--- src/rtl/core/dfs_pkg.sv ---
`default_nettype none
package dfs_pkg;

  localparam int FIRST_FIELD_DEPTH_DEF = 62;
  localparam int SELECT_BITS           = 128;
  localparam int OPEN_RANGE_LIMIT      = 1024;
  localparam int CMD_QUEUE_DEPTH       = 2;

  localparam int LEN_W = 6;
  localparam int IDX_W = 11;
  localparam int POS_W = 12;
  localparam int CFG_IDX_W = 3;
  localparam int CFG_DATA_W = 64;

  localparam logic [7:0]       NEWLINE_BYTE  = 8'd10;
  localparam logic [7:0]       DELIM_RESET   = 8'd9;
  localparam logic [IDX_W-1:0] INDEX_MAX     = 11'd2047;

  localparam logic FUNC_DATA = 1'b0;
  localparam logic FUNC_EOS  = 1'b1;
  localparam logic MODE_FIELD = 1'b0;
  localparam logic MODE_CHAR  = 1'b1;

  localparam logic [CFG_IDX_W-1:0] CFG_CUT_MODE    = 3'd0;
  localparam logic [CFG_IDX_W-1:0] CFG_DELIMITER   = 3'd1;
  localparam logic [CFG_IDX_W-1:0] CFG_SKIP_UNDELIM = 3'd2;
  localparam logic [CFG_IDX_W-1:0] CFG_SELECT_LOW  = 3'd3;
  localparam logic [CFG_IDX_W-1:0] CFG_SELECT_HIGH = 3'd4;
  localparam logic [CFG_IDX_W-1:0] CFG_OPEN_FROM   = 3'd5;

  typedef struct packed {
    logic             cut_mode;
    logic [7:0]       delimiter;
    logic             skip_undelimited;
    logic [63:0]      select_low;
    logic [63:0]      select_high;
    logic [IDX_W-1:0] open_from;
  } cfg_t;

  // One queued command: flush of the first-field store, then delimiter,
  // data byte and newline, each optional, in that order.
  typedef struct packed {
    logic [LEN_W-1:0] flush_len;
    logic             delim_en;
    logic             byte_en;
    logic             nl_en;
    logic [7:0]       delim;
    logic [7:0]       data;
    logic             ovf;
  } cmd_t;

  typedef struct packed {
    logic             en;
    logic [LEN_W-1:0] addr;
    logic [7:0]       data;
  } store_wr_t;

  typedef struct packed {
    logic flush_done;
  } back_status_t;

  typedef enum logic [1:0] {
    BK_IDLE,
    BK_FLUSH_RD,
    BK_FLUSH_WR,
    BK_TAIL
  } back_state_t;

  function automatic logic sel_pos(input cfg_t cfg, input logic [POS_W-1:0] pos);
    logic [POS_W-1:0] k;
    logic [127:0]     map;
    logic             hit;
    k   = pos - POS_W'(1);
    map = {cfg.select_high, cfg.select_low};
    hit = 1'b0;
    if (pos >= POS_W'(1) && pos <= POS_W'(SELECT_BITS))
      hit = map[k[6:0]];
    if (cfg.open_from != '0 && pos >= {1'b0, cfg.open_from} &&
        pos <= POS_W'(OPEN_RANGE_LIMIT))
      hit = 1'b1;
    return hit;
  endfunction

endpackage
`default_nettype wire

--- src/rtl/core/delimited_field_selector_core.sv ---
// Path: commands go from the front end through the command queue to the back end.
// Throughput: items without results go at one per cycle while the command queue has room;
// the back end loads each command, then emits any stored first-field bytes, each after a
// registered store read, and then its delimiter, data and newline bytes;
// input also holds while a first-field flush is pending.
// Reset: synchronous rst_n clears line state, queue, back-end state, output valid and configuration only.
`default_nettype none
module delimited_field_selector_core
  import dfs_pkg::*;
#(
  parameter int FIRST_FIELD_DEPTH = FIRST_FIELD_DEPTH_DEF
) (
  input  wire logic                  clk,
  input  wire logic                  rst_n,
  input  wire logic                  in_tvalid,
  output logic                       in_tready,
  input  wire logic [7:0]            in_tdata,   // [7:0] in_byte
  input  wire logic                  in_tuser,   // [0] func
  output logic                       out_tvalid,
  input  wire logic                  out_tready,
  output logic [7:0]                 out_tdata,  // [7:0] out_byte
  output logic                       out_tlast,
  output logic                       out_tuser,  // [0] overflow
  input  wire logic                  cfg_we,
  input  wire logic [CFG_IDX_W-1:0]  cfg_idx,
  input  wire logic [CFG_DATA_W-1:0] cfg_wdata
);

  // Configuration registers; writes to an unused index drop silently.
  cfg_t cfg_r, cfg_nxt;

  always_comb begin
    cfg_nxt = cfg_r;
    if (cfg_we) begin
      case (cfg_idx)
        CFG_CUT_MODE:     cfg_nxt.cut_mode         = cfg_wdata[0];
        CFG_DELIMITER:    cfg_nxt.delimiter        = cfg_wdata[7:0];
        CFG_SKIP_UNDELIM: cfg_nxt.skip_undelimited = cfg_wdata[0];
        CFG_SELECT_LOW:   cfg_nxt.select_low       = cfg_wdata;
        CFG_SELECT_HIGH:  cfg_nxt.select_high      = cfg_wdata;
        CFG_OPEN_FROM:    cfg_nxt.open_from        = cfg_wdata[IDX_W-1:0];
        default: ;
      endcase
    end
  end

  always_ff @(posedge clk) begin
    if (!rst_n) begin
      cfg_r <= {MODE_FIELD, DELIM_RESET, 1'b0, 64'd0, 64'd0, {IDX_W{1'b0}}};
    end else begin
      cfg_r <= cfg_nxt;
    end
  end

  // Front end: parse the byte, track the line, write field 1 into the store
  // and post one command per item that causes output.
  logic         q_full, q_push, q_pop, q_valid;
  cmd_t         q_cmd_in, q_cmd_out;
  store_wr_t    st_wr;
  back_status_t bk_status;

  dfs_front #(
    .FIRST_FIELD_DEPTH(FIRST_FIELD_DEPTH)
  ) u_front (
    .clk       (clk),
    .rst_n     (rst_n),
    .cfg       (cfg_r),
    .in_valid  (in_tvalid),
    .in_ready  (in_tready),
    .in_func   (in_tuser),
    .in_byte   (in_tdata),
    .q_full    (q_full),
    .q_push    (q_push),
    .q_cmd     (q_cmd_in),
    .st_wr     (st_wr),
    .bk_status (bk_status)
  );

  // Short command queue: decouples parsing from byte emission.
  dfs_cmd_queue u_queue (
    .clk       (clk),
    .rst_n     (rst_n),
    .push      (q_push),
    .push_data (q_cmd_in),
    .full      (q_full),
    .pop       (q_pop),
    .valid     (q_valid),
    .data      (q_cmd_out)
  );

  // Back end: drain the store and emit delimiter, data and newline bytes
  // through the output register.
  dfs_back #(
    .FIRST_FIELD_DEPTH(FIRST_FIELD_DEPTH)
  ) u_back (
    .clk       (clk),
    .rst_n     (rst_n),
    .st_wr     (st_wr),
    .q_valid   (q_valid),
    .q_cmd     (q_cmd_out),
    .q_pop     (q_pop),
    .bk_status (bk_status),
    .out_valid (out_tvalid),
    .out_ready (out_tready),
    .out_byte  (out_tdata),
    .out_last  (out_tlast),
    .out_ovf   (out_tuser)
  );

endmodule
`default_nettype wire

--- src/rtl/core/dfs_cmd_queue.sv ---
`default_nettype none
module dfs_cmd_queue
  import dfs_pkg::*;
(
  input  wire logic clk,
  input  wire logic rst_n,
  input  wire logic push,
  input  wire cmd_t push_data,
  output logic      full,
  input  wire logic pop,
  output logic      valid,
  output cmd_t      data
);

  localparam int PW = (CMD_QUEUE_DEPTH > 1) ? $clog2(CMD_QUEUE_DEPTH) : 1;
  localparam int CW = $clog2(CMD_QUEUE_DEPTH + 1);

  cmd_t          slot_r [CMD_QUEUE_DEPTH];
  logic [PW-1:0] wr_ptr_r, wr_ptr_nxt;
  logic [PW-1:0] rd_ptr_r, rd_ptr_nxt;
  logic [CW-1:0] count_r, count_nxt;

  assign full  = (count_r == CW'(CMD_QUEUE_DEPTH));
  assign valid = (count_r != '0);
  assign data  = slot_r[rd_ptr_r];

  always_comb begin
    wr_ptr_nxt = wr_ptr_r;
    rd_ptr_nxt = rd_ptr_r;
    count_nxt  = count_r;
    if (push) begin
      wr_ptr_nxt = (wr_ptr_r == PW'(CMD_QUEUE_DEPTH - 1)) ? '0 : wr_ptr_r + PW'(1);
    end
    if (pop) begin
      rd_ptr_nxt = (rd_ptr_r == PW'(CMD_QUEUE_DEPTH - 1)) ? '0 : rd_ptr_r + PW'(1);
    end
    if (push && !pop) count_nxt = count_r + CW'(1);
    else if (!push && pop) count_nxt = count_r - CW'(1);
  end

  always_ff @(posedge clk) begin
    if (!rst_n) begin
      wr_ptr_r <= '0;
      rd_ptr_r <= '0;
      count_r  <= '0;
    end else begin
      wr_ptr_r <= wr_ptr_nxt;
      rd_ptr_r <= rd_ptr_nxt;
      count_r  <= count_nxt;
    end
  end

  always_ff @(posedge clk) begin
    if (push) slot_r[wr_ptr_r] <= push_data;
  end

endmodule
`default_nettype wire

--- src/rtl/core/dfs_front.sv ---
`default_nettype none
module dfs_front
  import dfs_pkg::*;
#(
  parameter int FIRST_FIELD_DEPTH = FIRST_FIELD_DEPTH_DEF
) (
  input  wire logic         clk,
  input  wire logic         rst_n,
  input  wire cfg_t         cfg,
  input  wire logic         in_valid,
  output logic              in_ready,
  input  wire logic         in_func,
  input  wire logic [7:0]   in_byte,
  input  wire logic         q_full,
  output logic              q_push,
  output cmd_t              q_cmd,
  output store_wr_t         st_wr,
  input  wire back_status_t bk_status
);

  localparam int LW = $clog2(FIRST_FIELD_DEPTH + 1);

  logic [IDX_W-1:0] index_count_r, index_count_nxt;
  logic             emitted_any_r, emitted_any_nxt;
  logic             delim_seen_r, delim_seen_nxt;
  logic             line_open_r, line_open_nxt;
  logic [LW-1:0]    ff_len_r, ff_len_nxt;
  logic             ovf_seen_r, ovf_seen_nxt;
  logic             flush_pend_r, flush_pend_nxt;

  logic             fire;
  logic             sel1, sel_pos_hit;
  logic             is_delim, end_line, em1;
  logic [IDX_W-1:0] idx_bump;
  logic [POS_W-1:0] pos;
  cmd_t             cmd;

  // Hold input while the store is still being drained: a new line would
  // overwrite entries the back end has not read yet.
  assign in_ready = !q_full && !flush_pend_r;
  assign fire     = in_valid && in_ready;

  assign is_delim = (in_byte == cfg.delimiter);
  assign idx_bump = (index_count_r < INDEX_MAX) ? index_count_r + IDX_W'(1) : index_count_r;
  assign sel1     = sel_pos(cfg, POS_W'(1));
  assign pos      = (cfg.cut_mode == MODE_FIELD && is_delim) ?
                    {1'b0, idx_bump} + POS_W'(1) : {1'b0, index_count_r} + POS_W'(1);
  assign sel_pos_hit = sel_pos(cfg, pos);
  assign end_line = (in_func == FUNC_EOS) ? line_open_r : (in_byte == NEWLINE_BYTE);
  assign em1      = emitted_any_r || (!delim_seen_r && sel1);

  always_comb begin
    index_count_nxt = index_count_r;
    emitted_any_nxt = emitted_any_r;
    delim_seen_nxt  = delim_seen_r;
    line_open_nxt   = line_open_r;
    ff_len_nxt      = ff_len_r;
    ovf_seen_nxt    = ovf_seen_r;
    cmd             = '0;
    cmd.delim       = cfg.delimiter;
    cmd.data        = in_byte;
    st_wr           = '0;
    st_wr.addr      = LEN_W'(ff_len_r);
    st_wr.data      = in_byte;

    if (fire) begin
      if (end_line) begin
        cmd.ovf = ovf_seen_r;
        if (cfg.cut_mode == MODE_FIELD && !delim_seen_r) begin
          if (!cfg.skip_undelimited) begin
            cmd.flush_len = sel1 ? LEN_W'(ff_len_r) : '0;
            cmd.nl_en     = 1'b1;
          end
        end else begin
          cmd.nl_en = 1'b1;
        end
        index_count_nxt = '0;
        emitted_any_nxt = 1'b0;
        delim_seen_nxt  = 1'b0;
        line_open_nxt   = 1'b0;
        ff_len_nxt      = '0;
        ovf_seen_nxt    = 1'b0;
      end else if (in_func == FUNC_DATA) begin
        line_open_nxt = 1'b1;
        if (cfg.cut_mode == MODE_CHAR) begin
          if (sel_pos_hit) begin
            cmd.delim_en    = emitted_any_r;
            cmd.byte_en     = 1'b1;
            emitted_any_nxt = 1'b1;
          end
          index_count_nxt = idx_bump;
        end else if (is_delim) begin
          if (!delim_seen_r) begin
            delim_seen_nxt = 1'b1;
            if (sel1) cmd.flush_len = LEN_W'(ff_len_r);
          end
          index_count_nxt = idx_bump;
          emitted_any_nxt = em1;
          if (sel_pos_hit) begin
            cmd.delim_en    = em1;
            emitted_any_nxt = 1'b1;
          end
        end else if (!delim_seen_r) begin
          if (sel1) begin
            if (ff_len_r < LW'(FIRST_FIELD_DEPTH)) begin
              st_wr.en   = 1'b1;
              ff_len_nxt = ff_len_r + LW'(1);
            end else begin
              ovf_seen_nxt = 1'b1;
            end
          end
        end else if (sel_pos_hit) begin
          cmd.byte_en = 1'b1;
        end
        cmd.ovf = ovf_seen_nxt;
      end
    end
  end

  assign q_cmd  = cmd;
  assign q_push = fire && (cmd.flush_len != '0 || cmd.delim_en || cmd.byte_en || cmd.nl_en);

  always_comb begin
    flush_pend_nxt = flush_pend_r;
    if (bk_status.flush_done) flush_pend_nxt = 1'b0;
    if (q_push && cmd.flush_len != '0) flush_pend_nxt = 1'b1;
  end

  always_ff @(posedge clk) begin
    if (!rst_n) begin
      index_count_r <= '0;
      emitted_any_r <= 1'b0;
      delim_seen_r  <= 1'b0;
      line_open_r   <= 1'b0;
      ff_len_r      <= '0;
      ovf_seen_r    <= 1'b0;
      flush_pend_r  <= 1'b0;
    end else begin
      index_count_r <= index_count_nxt;
      emitted_any_r <= emitted_any_nxt;
      delim_seen_r  <= delim_seen_nxt;
      line_open_r   <= line_open_nxt;
      ff_len_r      <= ff_len_nxt;
      ovf_seen_r    <= ovf_seen_nxt;
      flush_pend_r  <= flush_pend_nxt;
    end
  end

endmodule
`default_nettype wire

--- src/rtl/core/dfs_back.sv ---
`default_nettype none
module dfs_back
  import dfs_pkg::*;
#(
  parameter int FIRST_FIELD_DEPTH = FIRST_FIELD_DEPTH_DEF
) (
  input  wire logic       clk,
  input  wire logic       rst_n,
  input  wire store_wr_t  st_wr,
  input  wire logic       q_valid,
  input  wire cmd_t       q_cmd,
  output logic            q_pop,
  output back_status_t    bk_status,
  output logic            out_valid,
  input  wire logic       out_ready,
  output logic [7:0]      out_byte,
  output logic            out_last,
  output logic            out_ovf
);

  localparam int LW = $clog2(FIRST_FIELD_DEPTH + 1);
  localparam int AW = (FIRST_FIELD_DEPTH > 1) ? $clog2(FIRST_FIELD_DEPTH) : 1;

  logic [7:0] store_mem [FIRST_FIELD_DEPTH];

  back_state_t state_r, state_nxt;
  cmd_t        cur_r, cur_nxt;
  logic [LW-1:0] ptr_r, ptr_nxt;
  logic [7:0]  rd_data_r;
  logic        out_valid_r, out_valid_nxt;
  logic [7:0]  out_byte_r, out_byte_nxt;
  logic        out_last_r, out_last_nxt;
  logic        out_ovf_r, out_ovf_nxt;

  logic [LEN_W-1:0] len_m1;
  logic          slot_free, ptr_at_end, tail_any;

  assign slot_free  = !out_valid_r || out_ready;
  assign len_m1     = cur_r.flush_len - LEN_W'(1);
  assign ptr_at_end = (ptr_r == len_m1[LW-1:0]);
  assign tail_any   = cur_r.delim_en || cur_r.byte_en || cur_r.nl_en;

  // next state
  always_comb begin
    state_nxt = state_r;
    case (state_r)
      BK_IDLE:     if (q_valid) state_nxt = (q_cmd.flush_len != '0) ? BK_FLUSH_RD : BK_TAIL;
      BK_FLUSH_RD: state_nxt = BK_FLUSH_WR;
      BK_FLUSH_WR: begin
        if (slot_free) begin
          if (!ptr_at_end) state_nxt = BK_FLUSH_RD;
          else state_nxt = tail_any ? BK_TAIL : BK_IDLE;
        end
      end
      BK_TAIL: begin
        if (slot_free && ((cur_r.delim_en ? 1 : 0) + (cur_r.byte_en ? 1 : 0) +
                          (cur_r.nl_en ? 1 : 0)) <= 1)
          state_nxt = BK_IDLE;
      end
      default: state_nxt = BK_IDLE;
    endcase
  end

  // outputs and datapath
  always_comb begin
    q_pop         = 1'b0;
    cur_nxt       = cur_r;
    ptr_nxt       = ptr_r;
    out_valid_nxt = out_valid_r && !out_ready;
    out_byte_nxt  = out_byte_r;
    out_last_nxt  = out_last_r;
    out_ovf_nxt   = out_ovf_r;
    bk_status     = '0;
    case (state_r)
      BK_IDLE: begin
        if (q_valid) begin
          q_pop   = 1'b1;
          cur_nxt = q_cmd;
          ptr_nxt = '0;
        end
      end
      BK_FLUSH_WR: begin
        if (slot_free) begin
          out_valid_nxt = 1'b1;
          out_byte_nxt  = rd_data_r;
          out_last_nxt  = ptr_at_end && !tail_any;
          out_ovf_nxt   = cur_r.ovf;
          ptr_nxt       = ptr_r + LW'(1);
          bk_status.flush_done = ptr_at_end;
        end
      end
      BK_TAIL: begin
        if (slot_free) begin
          out_valid_nxt = 1'b1;
          out_ovf_nxt   = cur_r.ovf;
          if (cur_r.delim_en) begin
            out_byte_nxt     = cur_r.delim;
            cur_nxt.delim_en = 1'b0;
            out_last_nxt     = !cur_r.byte_en && !cur_r.nl_en;
          end else if (cur_r.byte_en) begin
            out_byte_nxt    = cur_r.data;
            cur_nxt.byte_en = 1'b0;
            out_last_nxt    = !cur_r.nl_en;
          end else begin
            out_byte_nxt  = NEWLINE_BYTE;
            cur_nxt.nl_en = 1'b0;
            out_last_nxt  = 1'b1;
          end
        end
      end
      default: ;
    endcase
  end

  always_ff @(posedge clk) begin
    if (!rst_n) begin
      state_r     <= BK_IDLE;
      out_valid_r <= 1'b0;
    end else begin
      state_r     <= state_nxt;
      out_valid_r <= out_valid_nxt;
    end
  end

  always_ff @(posedge clk) begin
    cur_r      <= cur_nxt;
    ptr_r      <= ptr_nxt;
    out_byte_r <= out_byte_nxt;
    out_last_r <= out_last_nxt;
    out_ovf_r  <= out_ovf_nxt;
  end

  always_ff @(posedge clk) begin
    if (st_wr.en) store_mem[st_wr.addr[AW-1:0]] <= st_wr.data;
  end

  always_ff @(posedge clk) begin
    if (state_r == BK_FLUSH_RD) rd_data_r <= store_mem[ptr_r[AW-1:0]];
  end

  assign out_valid = out_valid_r;
  assign out_byte  = out_byte_r;
  assign out_last  = out_last_r;
  assign out_ovf   = out_ovf_r;

endmodule
`default_nettype wire
--- config.mk ---
export PLATFORM = sky130hd
export DESIGN_NAME = delimited_field_selector_core
export DESIGN_NICKNAME = d
export VERILOG_FILES = /design/src/rtl/core/dfs_pkg.sv /design/src/rtl/core/delimited_field_selector_core.sv /design/src/rtl/core/dfs_cmd_queue.sv /design/src/rtl/core/dfs_front.sv /design/src/rtl/core/dfs_back.sv
export SDC_FILE = /design/constraint.sdc
export NUM_CORES = 1
export LEC_CHECK = 0
export ABC_CLOCK_PERIOD_IN_PS = 9800
export BUFFER_PORTS_ARGS = -buffer_cell sky130_fd_sc_hd__buf_2
export CAP_MARGIN = 10
export CORE_MARGIN = 1
export CORE_UTILIZATION = 45
export CTS_BUF_LIST = sky130_fd_sc_hd__clkbuf_8
export DETAILED_ROUTE_END_ITERATION = 10
export PLACE_DENSITY = 0.57
export SYNTH_ARGS = -nofsm -noshare
export SYNTH_HDL_FRONTEND = slang
export SYNTH_SLANG_ARGS = --single-unit
--- constraint.sdc ---
create_clock -name clk -period 9.8 [get_ports clk]
set_clock_uncertainty 0.1 [all_clocks]
set_input_delay 0.98 -clock clk [delete_from_list [all_inputs] [get_ports clk]]
set_output_delay 0.98 -clock clk [all_outputs]
set_load 0.02 [all_outputs]
==> out/metrics.cfg <==
[floorplanning]
placementRows = 99
start_util_pct = 45.39
floorplan.io_pins = 93
die_ar_um2 = 74560
floorplan.core_area_um2 = 72830
die_y_um = 273.1
chipWidth_um = 273.1

[synthesis]
count_of_flip_flops_with_a_built_in_enable_after_synthesis = 598
syn_avg_cell_area_um2 = 13.91
ys_dominant_reg_cell = sky130_fd_sc_hd__edfxtp_1
number_of_nets_in_the_synthesized_netlist = 2478
yosys_warnings = 0
synthesis.area_um2 = 33060
synth_cell_types = 90
postSynthRegisterBits = 777
syn-instance-count = 2376
seq_area_frac_synth_pct = 65.16
synth-async-reset-ratio_pct = 0

[timing]
timing_hold_violations_final = 0
report.final.slew_viol_count = 0
period_utilization_post_route_pct = 67.88
timing.fmax_mhz = 150.3
worst_slew_margin_rel_pct = 22.30
final.hold.worst_slack_ns = 0.3183
rsz0062_at_grt = no
final-setup-viol-count = 0
setup_total_negative_slack_ns = 0
fin_crit_ns = 6.652
worst-slew-pin-transition_ns = 1.150

[setup_path]
worst_ep_required_time_ns = 10.39
depth_of_the_worst_register_to_register_path = 20
kind_of_capture_point_of_the_worst_setup_path = register
crit_type = in -> reg
critical_path_peak_fanout = 66
sort_of_element_at_the_start_of_the_critical_path = input port
worstReg2RegStart = cfg_r[147]
worst-endpoint-arrival_ns = 7.24
r2r-end = u_queue.count_r[1]
r2r_setup_slack_ns = 3.34

[power_and_ir_drop]
combPwrFrac_pct = 21.8
switching_power_mw = 2.410
p_clk_share_pct = 33.1
power_density_nw_per_um2 = 228.7
total_power_consumption_of_the_routed_design_mw = 8.460
power.sequential.fraction_pct = 45.1
worst_ir_drop_vdd_mv = 0.5774
leakagePower_nw = 11.90
power.internal_mw = 6.049
power_switching_share_pct = 28.49

[cts]
clock_tree_from_tritoncts = built
post_cts_hold_buffer_count = 0
tritoncts.num_buffers = 132
post_cts_buffers = 0
h_tree_lvls = 4
clkSlewWorstSetupHoldPaths_ns = 0.06
cts.sink_count = 777
clk-insertion-delay-late_ns = 0.78
post_cts.resized_instances = 0
root_buffer = sky130_fd_sc_hd__clkbuf_8
cts_buffer_depth = 3

[grt]
grt_max_degree = 123
grt_pass1_vias = 20550
first_pass_grt_wire_length_um = 128000
global_route.overflow_total = 0
grt.total_usage_pct = 23.03
number_of_antenna_violations_at_the_first_check_in_global_routing = 1

[hold_path]
holdCritPathClass = reg -> reg
hold_path_startpoint = u_back.cur_r[0]
hold_depth = 0
hold-path-endpoint = u_back.out_ovf

[detailed_routing]
remaining_drc_errors = 0
detail_route.wl_per_cell_um = 23.79
post_drt_via_cell_ratio = 5.793
finalWirelength_um = 84450
detailroute.via_count = 20560
firstDrtPassIters = 6
detail-route-antenna-nets = 0
detail_route.iter0.violations = 1902

[final_layout]
layout_commonest_cell = sky130_fd_sc_hd__edfxtp_1
final_layout_size_suffix_gt1_share_pct = 20.74
multi_input_comb_area_um2 = 10830
most-common-layout-cells = 598 x sky130_fd_sc_hd__edfxtp_1, 374 x sky130_fd_sc_hd__nand2_1, 216 x sky130_fd_sc_hd__a21oi_1
design.final.nets = 2587
area_growth_pct = 11.88
fill_cells = 6203
sequential_cell_area_um2 = 21540

[run]
max-cap-violations = 0

[run_status]
outcome = completed

[placement]
number_of_buffer_cells_added_on_primary_ports = 92
dp_hpwl_um = 54140
gp_routability_congestion = 0.8812

-- how the worst max path moves through the flow --
stage | endpoint | slack (ns) | startpoint
floorplan | u_queue.slot_r[1][0] | 2.64 | in_tdata[0]
global placement | u_queue.count_r[1] | 2.71 | in_tdata[4]
detailed placement | u_queue.count_r[1] | 2.51 | in_tdata[4]
CTS | u_queue.count_r[1] | 3.31 | in_tdata[4]
global route | u_queue.count_r[1] | 2.69 | in_tdata[4]
finish | u_queue.count_r[1] | 3.15 | in_tdata[4]
-- Yosys cell counts (6+ instances only) --
cell type                    n  share of area, %
sky130_fd_sc_hd__a211oi_1    9              0.20
sky130_fd_sc_hd__buf_2      17              0.26
sky130_fd_sc_hd__o211ai_1    7              0.16
sky130_fd_sc_hd__dfxtp_1   179                11
sky130_fd_sc_hd__and3_1     10              0.19
sky130_fd_sc_hd__a222oi_1    8              0.24
sky130_fd_sc_hd__o21ai_0    39              0.59
sky130_fd_sc_hd__a31oi_1    26              0.49
sky130_fd_sc_hd__o221a_2     6              0.20
sky130_fd_sc_hd__o22ai_1     9              0.17
sky130_fd_sc_hd__a21o_1      9              0.20
sky130_fd_sc_hd__inv_1      33              0.37
sky130_fd_sc_hd__mux4_2    160                11
sky130_fd_sc_hd__buf_1      20              0.23
sky130_fd_sc_hd__or3_1       6              0.11
sky130_fd_sc_hd__nand2b_1    8              0.15
sky130_fd_sc_hd__ha_1       21              0.79
sky130_fd_sc_hd__nor2b_1    15              0.28
sky130_fd_sc_hd__a22oi_1    20              0.45
sky130_fd_sc_hd__xnor2_1    23              0.61
sky130_fd_sc_hd__nand3_1    30              0.45
sky130_fd_sc_hd__nand3b_1   11              0.25
sky130_fd_sc_hd__and2_1     11              0.21
sky130_fd_sc_hd__clkbuf_1  105               1.2
sky130_fd_sc_hd__a21boi_0    8              0.18
sky130_fd_sc_hd__a22o_1      6              0.16
sky130_fd_sc_hd__mux2i_1    14              0.42
sky130_fd_sc_hd__mux2_2     36               1.2
sky130_fd_sc_hd__nor3_1     20              0.30
sky130_fd_sc_hd__nor2_1    154               1.7
sky130_fd_sc_hd__a221o_1     7              0.21
sky130_fd_sc_hd__nand2_1   375               4.3
sky130_fd_sc_hd__a21oi_1   216               3.3
sky130_fd_sc_hd__o221ai_1    7              0.19
sky130_fd_sc_hd__edfxtp_1  598                54
sky130_fd_sc_hd__nor3b_1    15              0.34
sky130_fd_sc_hd__nand4_1    10              0.19
sky130_fd_sc_hd__a221oi_1   11              0.29
sky130_fd_sc_hd__nor4_1      9              0.17
sky130_fd_sc_hd__xor2_1     16              0.42
-- layout make-up --
type / instances / share of cell area, %
Antenna cell: 1 / 0.006765
Clock buffer: 142 / 5.284
Clock inverter: 96 / 1.593
Inverter: 36 / 0.3721
Multi-Input combinational cell: 1413 / 29.28
Sequential cell: 777 / 58.24
Tap cell: 959 / 3.244
Timing Repair Buffer: 125 / 1.982
-- flip-flops by register name, summed over array words and instances (netlist names), 6 cells and up, named ones only --
register / cells
u_back.store_mem: 496
cfg_r: 149
u_queue.slot_r: 52
u_back.cur_r: 26
u_front.index_count_r: 11
u_back.out_byte: 8
u_back.rd_data_r: 8
u_back.ptr_r: 6
u_front.ff_len_r: 6
-- metrics by stage --
| stage | worst slack (ns) | area (um2) | std cells | utilization (%) |
|---|---|---|---|---|
| 2_1_floorplan | 2.639 | 33060 | 2376 | - |
| 3_3_place_gp | 2.712 | 34430 | 3309 | 47.28 |
| 3_5_place_dp | 2.509 | 34430 | 3309 | 47.28 |
| 4_1_cts | 3.313 | 36980 | 3547 | 50.77 |
| 5_1_grt | 2.686 | 36990 | 3549 | 50.78 |
| 6_report | 3.148 | 36990 | 3549 | 50.78 |
-- critical path, cell delays in order --
cell and delay [ns]:
sky130_fd_sc_hd__buf_2 0.09, sky130_fd_sc_hd__buf_4 0.50, sky130_fd_sc_hd__xnor2_1 0.21, sky130_fd_sc_hd__and2_1 0.35, sky130_fd_sc_hd__and3_4 0.71, sky130_fd_sc_hd__nor2_1 0.23, sky130_fd_sc_hd__nor2_1 0.26, sky130_fd_sc_hd__ha_1 0.27
sky130_fd_sc_hd__inv_1 0.15, sky130_fd_sc_hd__nor3_1 0.30, sky130_fd_sc_hd__o32ai_1 0.20, sky130_fd_sc_hd__nor4_1 0.51, sky130_fd_sc_hd__xor2_1 0.17, sky130_fd_sc_hd__ha_1 0.34, sky130_fd_sc_hd__o21a_1 0.13, sky130_fd_sc_hd__o221ai_1 0.11
sky130_fd_sc_hd__a221o_1 0.33, sky130_fd_sc_hd__o21a_4 0.19, sky130_fd_sc_hd__o31ai_1 0.28, sky130_fd_sc_hd__ha_1 0.31, sky130_fd_sc_hd__or3_1 0.36, sky130_fd_sc_hd__a21oi_1 0.14
-- power groups by stage --
| stage | Sequential (mW) | Clock (mW) | Combinational, mW |
|---|---|---|---|
| 2_1_floorplan | 3.84 | 0 | 1.28 |
| 3_3_place_gp | 3.88 | 0 | 1.86 |
| 3_5_place_dp | 3.88 | 0 | 1.88 |
| 4_1_cts | 3.81 | 2.86 | 1.88 |
| 5_1_grt | 3.83 | 3.00 | 1.98 |
| 6_report | 3.81 | 2.80 | 1.85 |
-- cells by family after synthesis --
| kind of cell | after synthesis | synth area share (%) |
|---|---|---|
| adder cells (fa/ha/maj) | 21 | 0.7948 |
| buffers and inverters | 186 | 2.301 |
| multiplexers | 210 | 12.55 |
| flip-flops | 777 | 65.16 |
| AO/OA/AOI/OAI | 434 | 8.337 |
| AND/OR/NAND/NOR | 706 | 9.681 |
| XOR/XNOR | 42 | 1.181 |
-- routing by layer --
| metal | vias up | routed length [um] | track usage (%) |
|---|---|---|---|
| met3 | 118 | 4965 | 4.666 |
| met1 | 10470 | 37350 | 32.39 |
| met2 | 669 | 40330 | 35.95 |
| met4 | 0 | 1797 | 7.380 |
| met5 | - | 0 | 0 |
| li1 | 9307 | - | - |
Note: power is estimated with default switching activity, not from simulation.
